## src/design/bcae_pkg.sv

```systemverilog
// Package for the byte CPU execute unit: instruction codes, payload structs
// and the architectural register bundle. No dependencies.

package bcae_pkg;

  localparam int unsigned DataW = 8;
  localparam int unsigned AddrW = 16;
  localparam int unsigned OpW   = 5;

  typedef enum logic [OpW-1:0] {
    OP_LDA = 5'd0,
    OP_LDX = 5'd1,
    OP_LDY = 5'd2,
    OP_STA = 5'd3,
    OP_STX = 5'd4,
    OP_STY = 5'd5,
    OP_AND = 5'd6,
    OP_EOR = 5'd7,
    OP_ORA = 5'd8,
    OP_BIT = 5'd9,
    OP_ADC = 5'd10,
    OP_SBC = 5'd11,
    OP_CMP = 5'd12,
    OP_CPX = 5'd13,
    OP_CPY = 5'd14,
    OP_INC = 5'd15,
    OP_DEC = 5'd16
  } opcode_t;

  typedef struct packed {
    logic [OpW-1:0]   req_type;
    logic [AddrW-1:0] operand_address;
    logic [DataW-1:0] mem_data;
  } req_t;

  typedef struct packed {
    logic             write_enable;
    logic [AddrW-1:0] write_address;
    logic [DataW-1:0] write_data;
    logic [DataW-1:0] acc_out;
    logic [DataW-1:0] index_x_out;
    logic [DataW-1:0] index_y_out;
    logic             negative_flag;
    logic             overflow_flag;
    logic             zero_flag;
    logic             carry_flag;
  } rsp_t;

  // Architectural registers and flags
  typedef struct packed {
    logic [DataW-1:0] acc;
    logic [DataW-1:0] idx_x;
    logic [DataW-1:0] idx_y;
    logic             n;
    logic             v;
    logic             z;
    logic             c;
  } arch_t;

endpackage

```

## src/design/bcae_alu.sv

```systemverilog
// Combinational instruction datapath: decode, 8-bit adder, logic ops and
// flag generation. Depends on bcae_pkg.

module bcae_alu import bcae_pkg::*; (
  input  req_t  req,
  input  arch_t cur,
  output rsp_t  rsp
);

  opcode_t          op;
  logic [DataW-1:0] m;
  logic [DataW-1:0] add_b;
  logic [DataW:0]   sum;
  logic [DataW-1:0] cmp_reg;
  logic [DataW:0]   diff;
  logic [DataW-1:0] inc_val;
  logic [DataW-1:0] dec_val;
  arch_t            nxt;
  logic             we;
  logic [DataW-1:0] wd;

  assign op      = opcode_t'(req.req_type);
  assign m       = req.mem_data;

  // SBC adds the one's complement of the operand
  assign add_b   = (op == OP_SBC) ? ~m : m;
  assign sum     = {1'b0, cur.acc} + {1'b0, add_b} + {{DataW{1'b0}}, cur.c};

  assign cmp_reg = (op == OP_CPX) ? cur.idx_x : (op == OP_CPY) ? cur.idx_y : cur.acc;
  assign diff    = {1'b0, cmp_reg} - {1'b0, m};

  assign inc_val = m + 8'd1;
  assign dec_val = m - 8'd1;

  always_comb begin
    nxt = cur;
    we  = 1'b0;
    wd  = '0;
    unique case (op)
      OP_LDA: begin
        nxt.acc = m;
        nxt.n   = m[DataW-1];
        nxt.z   = (m == '0);
      end
      OP_LDX: begin
        nxt.idx_x = m;
        nxt.n     = m[DataW-1];
        nxt.z     = (m == '0);
      end
      OP_LDY: begin
        nxt.idx_y = m;
        nxt.n     = m[DataW-1];
        nxt.z     = (m == '0);
      end
      OP_STA: begin
        we = 1'b1;
        wd = cur.acc;
      end
      OP_STX: begin
        we = 1'b1;
        wd = cur.idx_x;
      end
      OP_STY: begin
        we = 1'b1;
        wd = cur.idx_y;
      end
      OP_AND: begin
        nxt.acc = cur.acc & m;
        nxt.n   = nxt.acc[DataW-1];
        nxt.z   = (nxt.acc == '0);
      end
      OP_EOR: begin
        nxt.acc = cur.acc ^ m;
        nxt.n   = nxt.acc[DataW-1];
        nxt.z   = (nxt.acc == '0);
      end
      OP_ORA: begin
        nxt.acc = cur.acc | m;
        nxt.n   = nxt.acc[DataW-1];
        nxt.z   = (nxt.acc == '0);
      end
      OP_BIT: begin
        nxt.z = ((cur.acc & m) == '0);
        nxt.n = m[DataW-1];
        nxt.v = m[DataW-2];
      end
      OP_ADC, OP_SBC: begin
        nxt.acc = sum[DataW-1:0];
        nxt.c   = sum[DataW];
        // signed overflow: operands agree in sign, result differs
        nxt.v   = ~(cur.acc[DataW-1] ^ add_b[DataW-1]) &
                  (cur.acc[DataW-1] ^ sum[DataW-1]);
        nxt.n   = sum[DataW-1];
        nxt.z   = (sum[DataW-1:0] == '0);
      end
      OP_CMP, OP_CPX, OP_CPY: begin
        nxt.c = ~diff[DataW];
        nxt.z = (cmp_reg == m);
        nxt.n = diff[DataW-1];
      end
      OP_INC: begin
        we    = 1'b1;
        wd    = inc_val;
        nxt.n = inc_val[DataW-1];
        nxt.z = (inc_val == '0);
      end
      OP_DEC: begin
        we    = 1'b1;
        wd    = dec_val;
        nxt.n = dec_val[DataW-1];
        nxt.z = (dec_val == '0);
      end
      default: begin
      end
    endcase
  end

  always_comb begin
    rsp.write_enable  = we;
    rsp.write_address = we ? req.operand_address : '0;
    rsp.write_data    = wd;
    rsp.acc_out       = nxt.acc;
    rsp.index_x_out   = nxt.idx_x;
    rsp.index_y_out   = nxt.idx_y;
    rsp.negative_flag = nxt.n;
    rsp.overflow_flag = nxt.v;
    rsp.zero_flag     = nxt.z;
    rsp.carry_flag    = nxt.c;
  end

endmodule

```

## src/design/byte_cpu_alu_execute.sv

```systemverilog
// Top level of the byte CPU execute unit: input register, datapath, result
// register and the A/X/Y/flag registers. Depends on bcae_pkg and bcae_alu.
//
//   channel | signals                       | payload
//   --------+-------------------------------+----------------------------
//   input   | in_valid, in_ready, in_data   | req_t  (one instruction)
//   output  | out_valid, out_ready, out_data| rsp_t  (write + regs/flags)
//
// An instruction is held in the input register, takes a single datapath pass
// and is captured in the result register; one instruction per cycle is
// sustained while the output is not stalled.
// A, X, Y and the flags update when the instruction moves into the result
// register, so the next instruction sees them at once.
// Reset clears A, X, Y, the flags and both valid bits, not the data registers.
// A stalled output holds the result; the input register still takes one more.

module byte_cpu_alu_execute import bcae_pkg::*; (
  input  logic clk,
  input  logic rst,
  input  logic in_valid,
  output logic in_ready,
  input  req_t in_data,
  output logic out_valid,
  input  logic out_ready,
  output rsp_t out_data
);

  req_t  req_q;
  logic  req_vld;
  arch_t arch;
  rsp_t  rsp_next;
  logic  advance;

  // Move the held instruction on whenever the result register is free
  assign advance  = req_vld && (!out_valid || out_ready);
  assign in_ready = !req_vld || advance;

  bcae_alu u_alu (
    .req (req_q),
    .cur (arch),
    .rsp (rsp_next)
  );

  always_ff @(posedge clk) begin
    if (rst) begin
      req_vld <= 1'b0;
    end else if (in_ready) begin
      req_vld <= in_valid;
    end
  end

  always_ff @(posedge clk) begin
    if (in_valid && in_ready) begin
      req_q <= in_data;
    end
  end

  always_ff @(posedge clk) begin
    if (rst) begin
      out_valid <= 1'b0;
    end else if (advance) begin
      out_valid <= 1'b1;
    end else if (out_ready) begin
      out_valid <= 1'b0;
    end
  end

  always_ff @(posedge clk) begin
    if (advance) begin
      out_data <= rsp_next;
    end
  end

  always_ff @(posedge clk) begin
    if (rst) begin
      arch <= '0;
    end else if (advance) begin
      arch.acc   <= rsp_next.acc_out;
      arch.idx_x <= rsp_next.index_x_out;
      arch.idx_y <= rsp_next.index_y_out;
      arch.n     <= rsp_next.negative_flag;
      arch.v     <= rsp_next.overflow_flag;
      arch.z     <= rsp_next.zero_flag;
      arch.c     <= rsp_next.carry_flag;
    end
  end

`ifndef SYNTH
  a_adv_fills_out: assert property (@(posedge clk) disable iff (rst)
    advance |=> out_valid)
    else $error("result register not loaded after transfer");

  a_arch_hold: assert property (@(posedge clk) disable iff (rst)
    !advance |=> $stable(arch))
    else $error("registers changed without an instruction");

  a_out_mirrors_arch: assert property (@(posedge clk) disable iff (rst)
    out_valid |-> (out_data.acc_out == arch.acc && out_data.index_x_out == arch.idx_x &&
                   out_data.index_y_out == arch.idx_y && out_data.carry_flag == arch.c))
    else $error("result disagrees with register state");

  a_no_write_zero: assert property (@(posedge clk) disable iff (rst)
    out_valid && !out_data.write_enable |->
      (out_data.write_address == '0 && out_data.write_data == '0))
    else $error("write fields not cleared without write");
`endif

endmodule
```

## config.mk

```make
export PLATFORM = sky130hd
export DESIGN_NAME = byte_cpu_alu_execute
export DESIGN_NICKNAME = d
export VERILOG_FILES = /design/src/design/bcae_pkg.sv /design/src/design/bcae_alu.sv /design/src/design/byte_cpu_alu_execute.sv
export SDC_FILE = /design/constraint.sdc
export NUM_CORES = 1
export LEC_CHECK = 0
export BUFFER_PORTS_ARGS = -buffer_cell sky130_fd_sc_hd__buf_4
export CAP_MARGIN = 15
export CORE_MARGIN = 4
export CORE_UTILIZATION = 54
export CTS_BUF_LIST = sky130_fd_sc_hd__clkbuf_4 sky130_fd_sc_hd__clkbuf_8
export DETAILED_ROUTE_END_ITERATION = 16
export GPL_ROUTABILITY_DRIVEN = 0
export PLACE_DENSITY = 0.79
export SYNTH_ARGS = -nofsm -noshare
export SYNTH_HDL_FRONTEND = slang
export SYNTH_HIERARCHICAL = 1
export SYNTH_SLANG_ARGS = --single-unit
```

## constraint.sdc

```tcl
create_clock -name clk -period 3.3 [get_ports clk]
set_input_delay 0.825 -clock clk [delete_from_list [all_inputs] [get_ports clk]]
set_output_delay 0.825 -clock clk [all_outputs]
set_load 0.03 [all_outputs]
```

==> flow_summary_export.csv, run 1 <==
group,metric,value,unit
logic_synthesis,ys_types,62,
route,first_iter_violations,657,
logic_synthesis,ys_warn_count,6,
worst_setup_path,max_stage_delay,0.44,ns
global_routing,grt-ovfl-total,0,
sta,final_hold_viol_count,0,
worst_setup_path,startpoint,"req_q[26]",
logic_synthesis,synth-async-reset-ratio,0,%
power_and_ir_drop,switching_share,26.1,%
die,io_pins,88,
worst_setup_path,r2r_cells,15,
logic_synthesis,synth-seq-cells,112,
sta,worst_pin_slew,0.967,ns
clocking,cts.sinks,112,
route,avgRoutedWirePerCell,18.5,um
global_routing,grt_antenna_before_repair,0,
clocking,numCtsBuffers,9,
route,drcViolationCount,0,
power_and_ir_drop,pwr-share-seq,55.5,%
logic_synthesis,synthMuxAreaShare,5.90,%
layout,instances_no_fill,857,
logic_synthesis,synth_compound_area_share,12.7,%
worst_setup_path,required,3.62,ns
route,via_per_inst,6.11,
logic_synthesis,syn_area,6440,um2
power_and_ir_drop,p_int,0.00214,W
logic_synthesis,synth_adder_area_share,7.61,%
die,row_count,39,
worst_setup_path,startpoint_type,"flop",
sta,fmaxAchievable,0.312,GHz
logic_synthesis,synth_xor_area_share,2.72,%
worst_setup_path,critPathTopFamily,"compound AO/OA/AOI/OAI gates",
outcome,status,"finished clean",
clocking,clockBufferDepth,2,
worst_setup_path,crit_type,"flop to flop",
power_and_ir_drop,power.density,380,nW/um2
route,firstDrtPassIters,8,
worst_setup_path,cp_slowest_cell,"edfxtp_1",
worst_setup_path,worstReg2RegEnd,"arch[26]",
flow_run,cap_violations,0,
layout,fill_cells,919,
route,ant_nets,0,
power_and_ir_drop,p_leak,2.96,nW
sta,rsz0062_at_grt,"true",
worst_setup_path,critical_path_cell_count,15,
die,start_util,55.7,%
logic_synthesis,synth_edf_count,82,
clocking,cts_tree,"done",
die,die_h,117,um
global_routing,grt_pass1_vias,4917,
placement,postPlaceCellArea,7300,um2
worst_setup_path,endpoint,"arch[26]",
clocking,root_buffer,"clkbuf_8",
sta,slew_violations,0,
worst_setup_path,critPathMaxFanout,6,
power_and_ir_drop,ir_worst_vdd,221,uV
die,die_w,117,um
hold_path,hold_class,"flop to flop",
logic_synthesis,yosysSeqAreaShare,47.5,%
sta,timing.slew.headroom,35.4,%
layout,antenna_cells,0,
power_and_ir_drop,pwr-share-comb,16.0,%
sta,setup_viol,0,
global_routing,grt_pass1_wl,24.8,mm
sta,skew,0.00930,ns
global_routing,track_usage,23.4,%
logic_synthesis,syn_area_per_cell,10.5,um2
sta,fin_crit_sh,97.1,%
logic_synthesis,synthCells,616,
worst_setup_path,critPathBufInv,2,
worst_setup_path,r2r_start,"req_q[26]",
sta,min_period,3.20,ns
die,die_area,13700,um2
route,num_vias,5236,
logic_synthesis,syn_nets,687,
layout,fin_nets,780,
route,wl,15.9,mm
layout,area_growth,18.1,%
clocking,cts.clk_slew.worst_paths,0.10,ns
clocking,clock_latency,0.39,ns
placement,port_buffers,87,
logic_synthesis,synth_top_family_by_area,"simple AND/OR/NAND/NOR gates",
layout,fin_util,65.8,%
worst_setup_path,worstPathArrival,3.53,ns
power_and_ir_drop,clkPwrFrac,28.5,%
worst_setup_path,r2r_setup_slack,0.1,ns
global_routing,grt_max_degree,82,
worst_setup_path,cp_cell_sequence,"nor3b_4 > inv_1 > nor2_4 > nand2_4 > xnor2_2 > fa_1 > inv_1 > fa_1 > nor2b_1 > o31a_1 > o21bai_1 > o311ai_2 > o211ai_1 > nand2b_1 > mux2i_1",
power_and_ir_drop,switching_power,0.000754,W
worst_setup_path,cp-end-kind,"flop",
logic_synthesis,synth_ff_type,"edfxtp_1",
placement,placed_cells,836,
clocking,cts.htree.levels,3,
layout,final_area,7610,um2
logic_synthesis,yosys.area_share.simple,19.5,%
placement,dp.final_hpwl,11.5,mm
die,fp.coreArea,11600,um2
layout,drive_above_1_share,21.6,%
## per-stage QoR
| stage | power (W) | TNS (ns) | hold WS [ns] | worst slack [ns] |
|---|---|---|---|---|
| 2_1_floorplan | 0.00192 | 0 | 0.449 | 0.0439 |
| 3_3_place_gp | 0.00206 | 0 | 0.460 | 0.128 |
| 3_5_place_dp | 0.00208 | -0.244 | 0.472 | -0.100 |
| 4_1_cts | 0.00289 | 0 | 0.490 | 0.00178 |
| 5_1_grt | 0.00301 | -0.513 | 0.519 | -0.171 |
| 6_report | 0.00289 | 0 | 0.497 | 0.0952 |
## placed cells by master, fill, tap and decap left out, types with 4 or more instances in the layout
master	n
clkbuf_8	9
ha_1	36
nor3_1	9
and3_1	7
o211ai_1	7
or3_1	4
inv_1	25
nand2b_1	59
mux2i_1	38
a22o_1	5
edfxtp_1	82
o22ai_1	4
nand2_1	53
nand3_1	13
buf_4	114
a21oi_1	21
dfxtp_1	30
a221o_1	6
a221oi_1	8
xnor2_1	17
nor2b_1	4
nor4_1	5
and2_1	17
nand4_1	11
a22oi_1	6
nor2_1	25
o21ai_0	38
a21o_1	4
## repair_timing
| action | 4_1_cts | 5_1_grt |
|---|---|---|
| gates resized for setup | 2 | 11 |
| setup endpoints to repair | 5 | 11 |
| hold buffers | 0 | 0 |
| buffers inserted | 0 | 5 |
| pin swaps | 1 | 9 |
## metal layers
metal / global-route usage [%] / up-vias / wire (um)
li1: - / 2429 / -
met1: 29.0 / 2463 / 6310
met2: 38.9 / 285 / 7710
met3: 5.45 / 59 / 1290
met4: 10.5 / 0 / 578
met5: 0 / - / 0
## cells in the mapped netlist, drive strengths merged (2+ instances only)
| master | count | area [um2] |
|---|---|---|
| nor3 | 12 | 75.1 |
| a221o | 6 | 60.1 |
| a21o | 4 | 30.0 |
| a221oi | 8 | 70.1 |
| ha | 36 | 450 |
| nand2 | 55 | 211 |
| o22ai | 4 | 25.0 |
| a21oi | 23 | 115 |
| edfxtp | 82 | 2460 |
| dfxtp | 30 | 601 |
| nand4 | 11 | 68.8 |
| nor4b | 2 | 17.5 |
| and3 | 7 | 43.8 |
| mux2i | 38 | 380 |
| o31ai | 2 | 15.0 |
| inv | 25 | 93.8 |
| o311ai | 2 | 17.5 |
| nand3 | 13 | 65.1 |
| o21ai | 42 | 210 |
| clkbuf | 15 | 56.3 |
| buf | 18 | 113 |
| a22oi | 6 | 45.0 |
| nand2b | 59 | 369 |
| xor2 | 2 | 17.5 |
| or3 | 4 | 25.0 |
| o21a | 2 | 15.0 |
| or2 | 2 | 12.5 |
| o221ai | 2 | 17.5 |
| nor2b | 6 | 52.6 |
| a311oi | 2 | 17.5 |
| nor4 | 5 | 31.3 |
| and2 | 17 | 106 |
| o211ai | 7 | 52.6 |
| fa | 2 | 40.0 |
| xnor2 | 18 | 158 |
| nor2 | 26 | 100 |
| a22o | 5 | 43.8 |
| nor3b | 3 | 50.1 |
## worst min-delay path by stage
stage / slack (ns) / cells past startpoint / to / from
2_1_floorplan: 0.45 / 2 / arch[3] / arch[3]
3_3_place_gp: 0.46 / 2 / arch[3] / arch[3]
3_5_place_dp: 0.47 / 2 / arch[1] / arch[1]
4_1_cts: 0.49 / 2 / arch[1] / arch[1]
5_1_grt: 0.52 / 2 / arch[2] / arch[2]
6_report: 0.50 / 2 / arch[2] / arch[2]
## tightest hold or removal path, cell delays in order (launching register included)
cell      delay [ns]
dfxtp_1         0.33
nand2b_1        0.07
mux2i_1         0.06
## cell families after synthesis
kind of cell,count (synthesis)
mux,38
compound gates,125
xor+xnor,20
flops,112
simple gates,225
fa+ha+maj,38
buf+inv,58
## power groups by stage
stage	Sequential (W)	Combinational (W)	Clock, W
CTS	0.00160	0.000442	0.000847
detailed placement	0.00164	0.000440	0
global placement	0.00163	0.000428	0
finish	0.00160	0.000462	0.000825
global route	0.00161	0.000494	0.000904
floorplan	0.00169	0.000230	0
## registers in the layout, indices dropped and copies added (netlist names)
register / count
req_q: 29
arch: 28
out_valid: 1
out_data: 53
req_vld: 1
## cell type report
cell class / instances / area, um2 / share of cell area [%]
Sequential cell: 112 / 3060 / 40.3
Clock inverter: 4 / 53.8 / 0.707
Multi-Input combinational cell: 446 / 3200 / 42.0
Timing Repair Buffer: 115 / 876 / 11.5
Clock buffer: 12 / 146 / 1.92
Tap cell: 143 / 179 / 2.35
Inverter: 25 / 93.8 / 1.23
(Power assumes the default switching activity.)
==> inputs of run 2 (changes only) <==
ABC_CLOCK_PERIOD_IN_PS = 3300   (was default)
BUFFER_PORTS_ARGS = -buffer_cell sky130_fd_sc_hd__buf_2   (was -buffer_cell sky130_fd_sc_hd__buf_4)
SKIP_CTS_REPAIR_TIMING = 1   (was default)
==> flow_summary_export.csv, run 2 (same netlist as run 1, synthesis figures left out) <==
group,metric,value,unit
route,wl,15.7,mm
global_routing,grt_pass1_vias,4941,
power_and_ir_drop,clkPwrFrac,26.9,%
sta,worst_pin_slew,0.977,ns
power_and_ir_drop,p_int,0.00202,W
layout,area_growth,14.2,%
clocking,numCtsBuffers,9,
power_and_ir_drop,p_leak,2.86,nW
worst_setup_path,r2r_setup_slack,0.003,ns
die,io_pins,88,
worst_setup_path,critical_path_cell_count,15,
worst_setup_path,startpoint,"req_q[26]",
die,die_w,117,um
global_routing,grt-ovfl-total,0,
layout,regMostFlops,"out_data",
die,die_h,117,um
flow_run,cap_violations,0,
sta,fmaxAchievable,0.303,GHz
clocking,clockBufferDepth,2,
clocking,clock_latency,0.39,ns
layout,largest_reg_flops,53,
placement,port_buffers,87,
power_and_ir_drop,power.density,378,nW/um2
worst_setup_path,max_stage_delay,0.44,ns
route,firstDrtPassIters,5,
route,num_vias,5176,
outcome,status,"finished clean",
worst_setup_path,cp_slowest_cell,"edfxtp_1",
sta,layout_setup_ws,0.00296,ns
route,drcViolationCount,0,
layout,instances_no_fill,857,
sta,setup_viol,0,
power_and_ir_drop,pwr-share-seq,57.6,%
power_and_ir_drop,pwr-share-comb,15.5,%
power_and_ir_drop,switching_power,0.000762,W
worst_setup_path,worstPathArrival,3.63,ns
placement,post-place-ws,-0.0751,ns
layout,fin_nets,780,
global_routing,grt_pass1_wl,24.5,mm
clocking,cts.clk_slew.worst_paths,0.10,ns
worst_setup_path,r2r_start,"req_q[26]",
worst_setup_path,worstReg2RegEnd,"arch[1]",
layout,fill_cells,905,
sta,hold_slack,0.502,ns
worst_setup_path,r2r_cells,15,
layout,drive_above_1_share,22.1,%
worst_setup_path,crit_type,"flop to flop",
route,first_iter_violations,703,
global_routing,grt_max_degree,82,
worst_setup_path,cp_cell_sequence,"nor3b_4 > inv_2 > nor2_4 > nand2_4 > xnor2_2 > fa_2 > inv_1 > fa_2 > nor2b_2 > o31a_1 > o311ai_2 > nand4_1 > a31oi_1 > nand2b_1 > mux2i_1",
sta,timing.slew.headroom,34.7,%
sta,fin_crit_sh,99.9,%
die,row_count,39,
power_and_ir_drop,switching_share,27.4,%
worst_setup_path,startpoint_type,"flop",
sta,final_hold_viol_count,0,
power_and_ir_drop,ir_worst_vdd,224,uV
worst_setup_path,cp-end-kind,"flop",
route,via_per_inst,6.04,
die,start_util,55.7,%
worst_setup_path,cpMostUsedCell,"fa_2",
clocking,root_buffer,"clkbuf_8",
placement,dp.final_hpwl,11.3,mm
layout,top_regs,"out_data x53, req_q x29, arch x28",
route,ant_nets,0,
placement,placed_cells,833,
die,fp.coreArea,11600,um2
clocking,cts_tree,"done",
sta,min_period,3.30,ns
worst_setup_path,critPathBufInv,2,
route,avgRoutedWirePerCell,18.3,um
clocking,cts.sinks,112,
layout,layout_common_cells,"buf_2 (87), edfxtp_1 (82), nand2b_1 (59)",
worst_setup_path,critPathMaxFanout,8,
clocking,cts.htree.levels,3,
hold_path,hold_class,"flop to flop",
layout,layout_commonest_cell,"buf_2",
worst_setup_path,required,3.63,ns
global_routing,track_usage,23.1,%
die,die_area,13700,um2
worst_setup_path,critPathTopFamily,"compound AO/OA/AOI/OAI gates",
sta,skew,0.00616,ns
sta,slew_violations,0,
sta,rsz0062_at_grt,"true",
worst_setup_path,endpoint,"arch[1]",
global_routing,grt_antenna_before_repair,0,
layout,antenna_cells,0,
[run 2: area by class of cell]
cell class	count	area, um2	share of cell area (%)
clock buffer	11	139	1.89
clock inverter	5	32.5	0.442
inverter	25	93.8	1.27
multi-input combinational	446	3190	43.4
sequential	112	3060	41.6
tap	143	179	2.43
timing repair buffer	115	662	8.99
[run 2: layer usage]
metal / wire length, um / part of all wire [%] / vias up / track usage, %
met5: 0 / 0 / - / 0
met4: 780 / 5.0 / 0 / 13.8
met3: 1350 / 8.6 / 81 / 6.07
met2: 7280 / 46 / 301 / 35.9
met1: 6280 / 40 / 2372 / 29.0
li1: - / - / 2422 / -
[run 2: how the worst min path moves through the flow]
stage,from,to,slack (ns),cells after the start
global route,arch[1],arch[1],0.53,2
floorplan,arch[3],arch[3],0.45,2
global placement,arch[3],arch[3],0.46,2
detailed placement,arch[3],arch[3],0.49,2
finish,arch[3],arch[3],0.50,2
CTS,arch[3],arch[3],0.50,2
[run 2: worst min-delay path, delay by kind of cell, from the launching register on]
kind / cells / cell delay [ns]
flops: 1 / 0.32
simple gates: 1 / 0.07
mux: 1 / 0.07
[run 2: through the flow]
step,setup TNS (ns),util (%),total power [W],area [um2]
after floorplan,0,-,0.00192,6440
final,0,63.6,0.00278,7360
after detailed placement,-0.107,61.1,0.00204,7060
after global placement,0,61.1,0.00203,7060
after CTS,-0.154,62.6,0.00278,7230
after global routing,-0.232,63.6,0.00291,7360
[run 2: power by group through the flow]
stage / Clock (W) / Combinational (W) / Sequential (W)
2_1_floorplan: 0 / 0.000230 / 0.00169
5_1_grt: 0.000836 / 0.000463 / 0.00161
6_report: 0.000748 / 0.000431 / 0.00160
3_5_place_dp: 0 / 0.000411 / 0.00163
3_3_place_gp: 0 / 0.000399 / 0.00163
4_1_cts: 0.000768 / 0.000411 / 0.00160
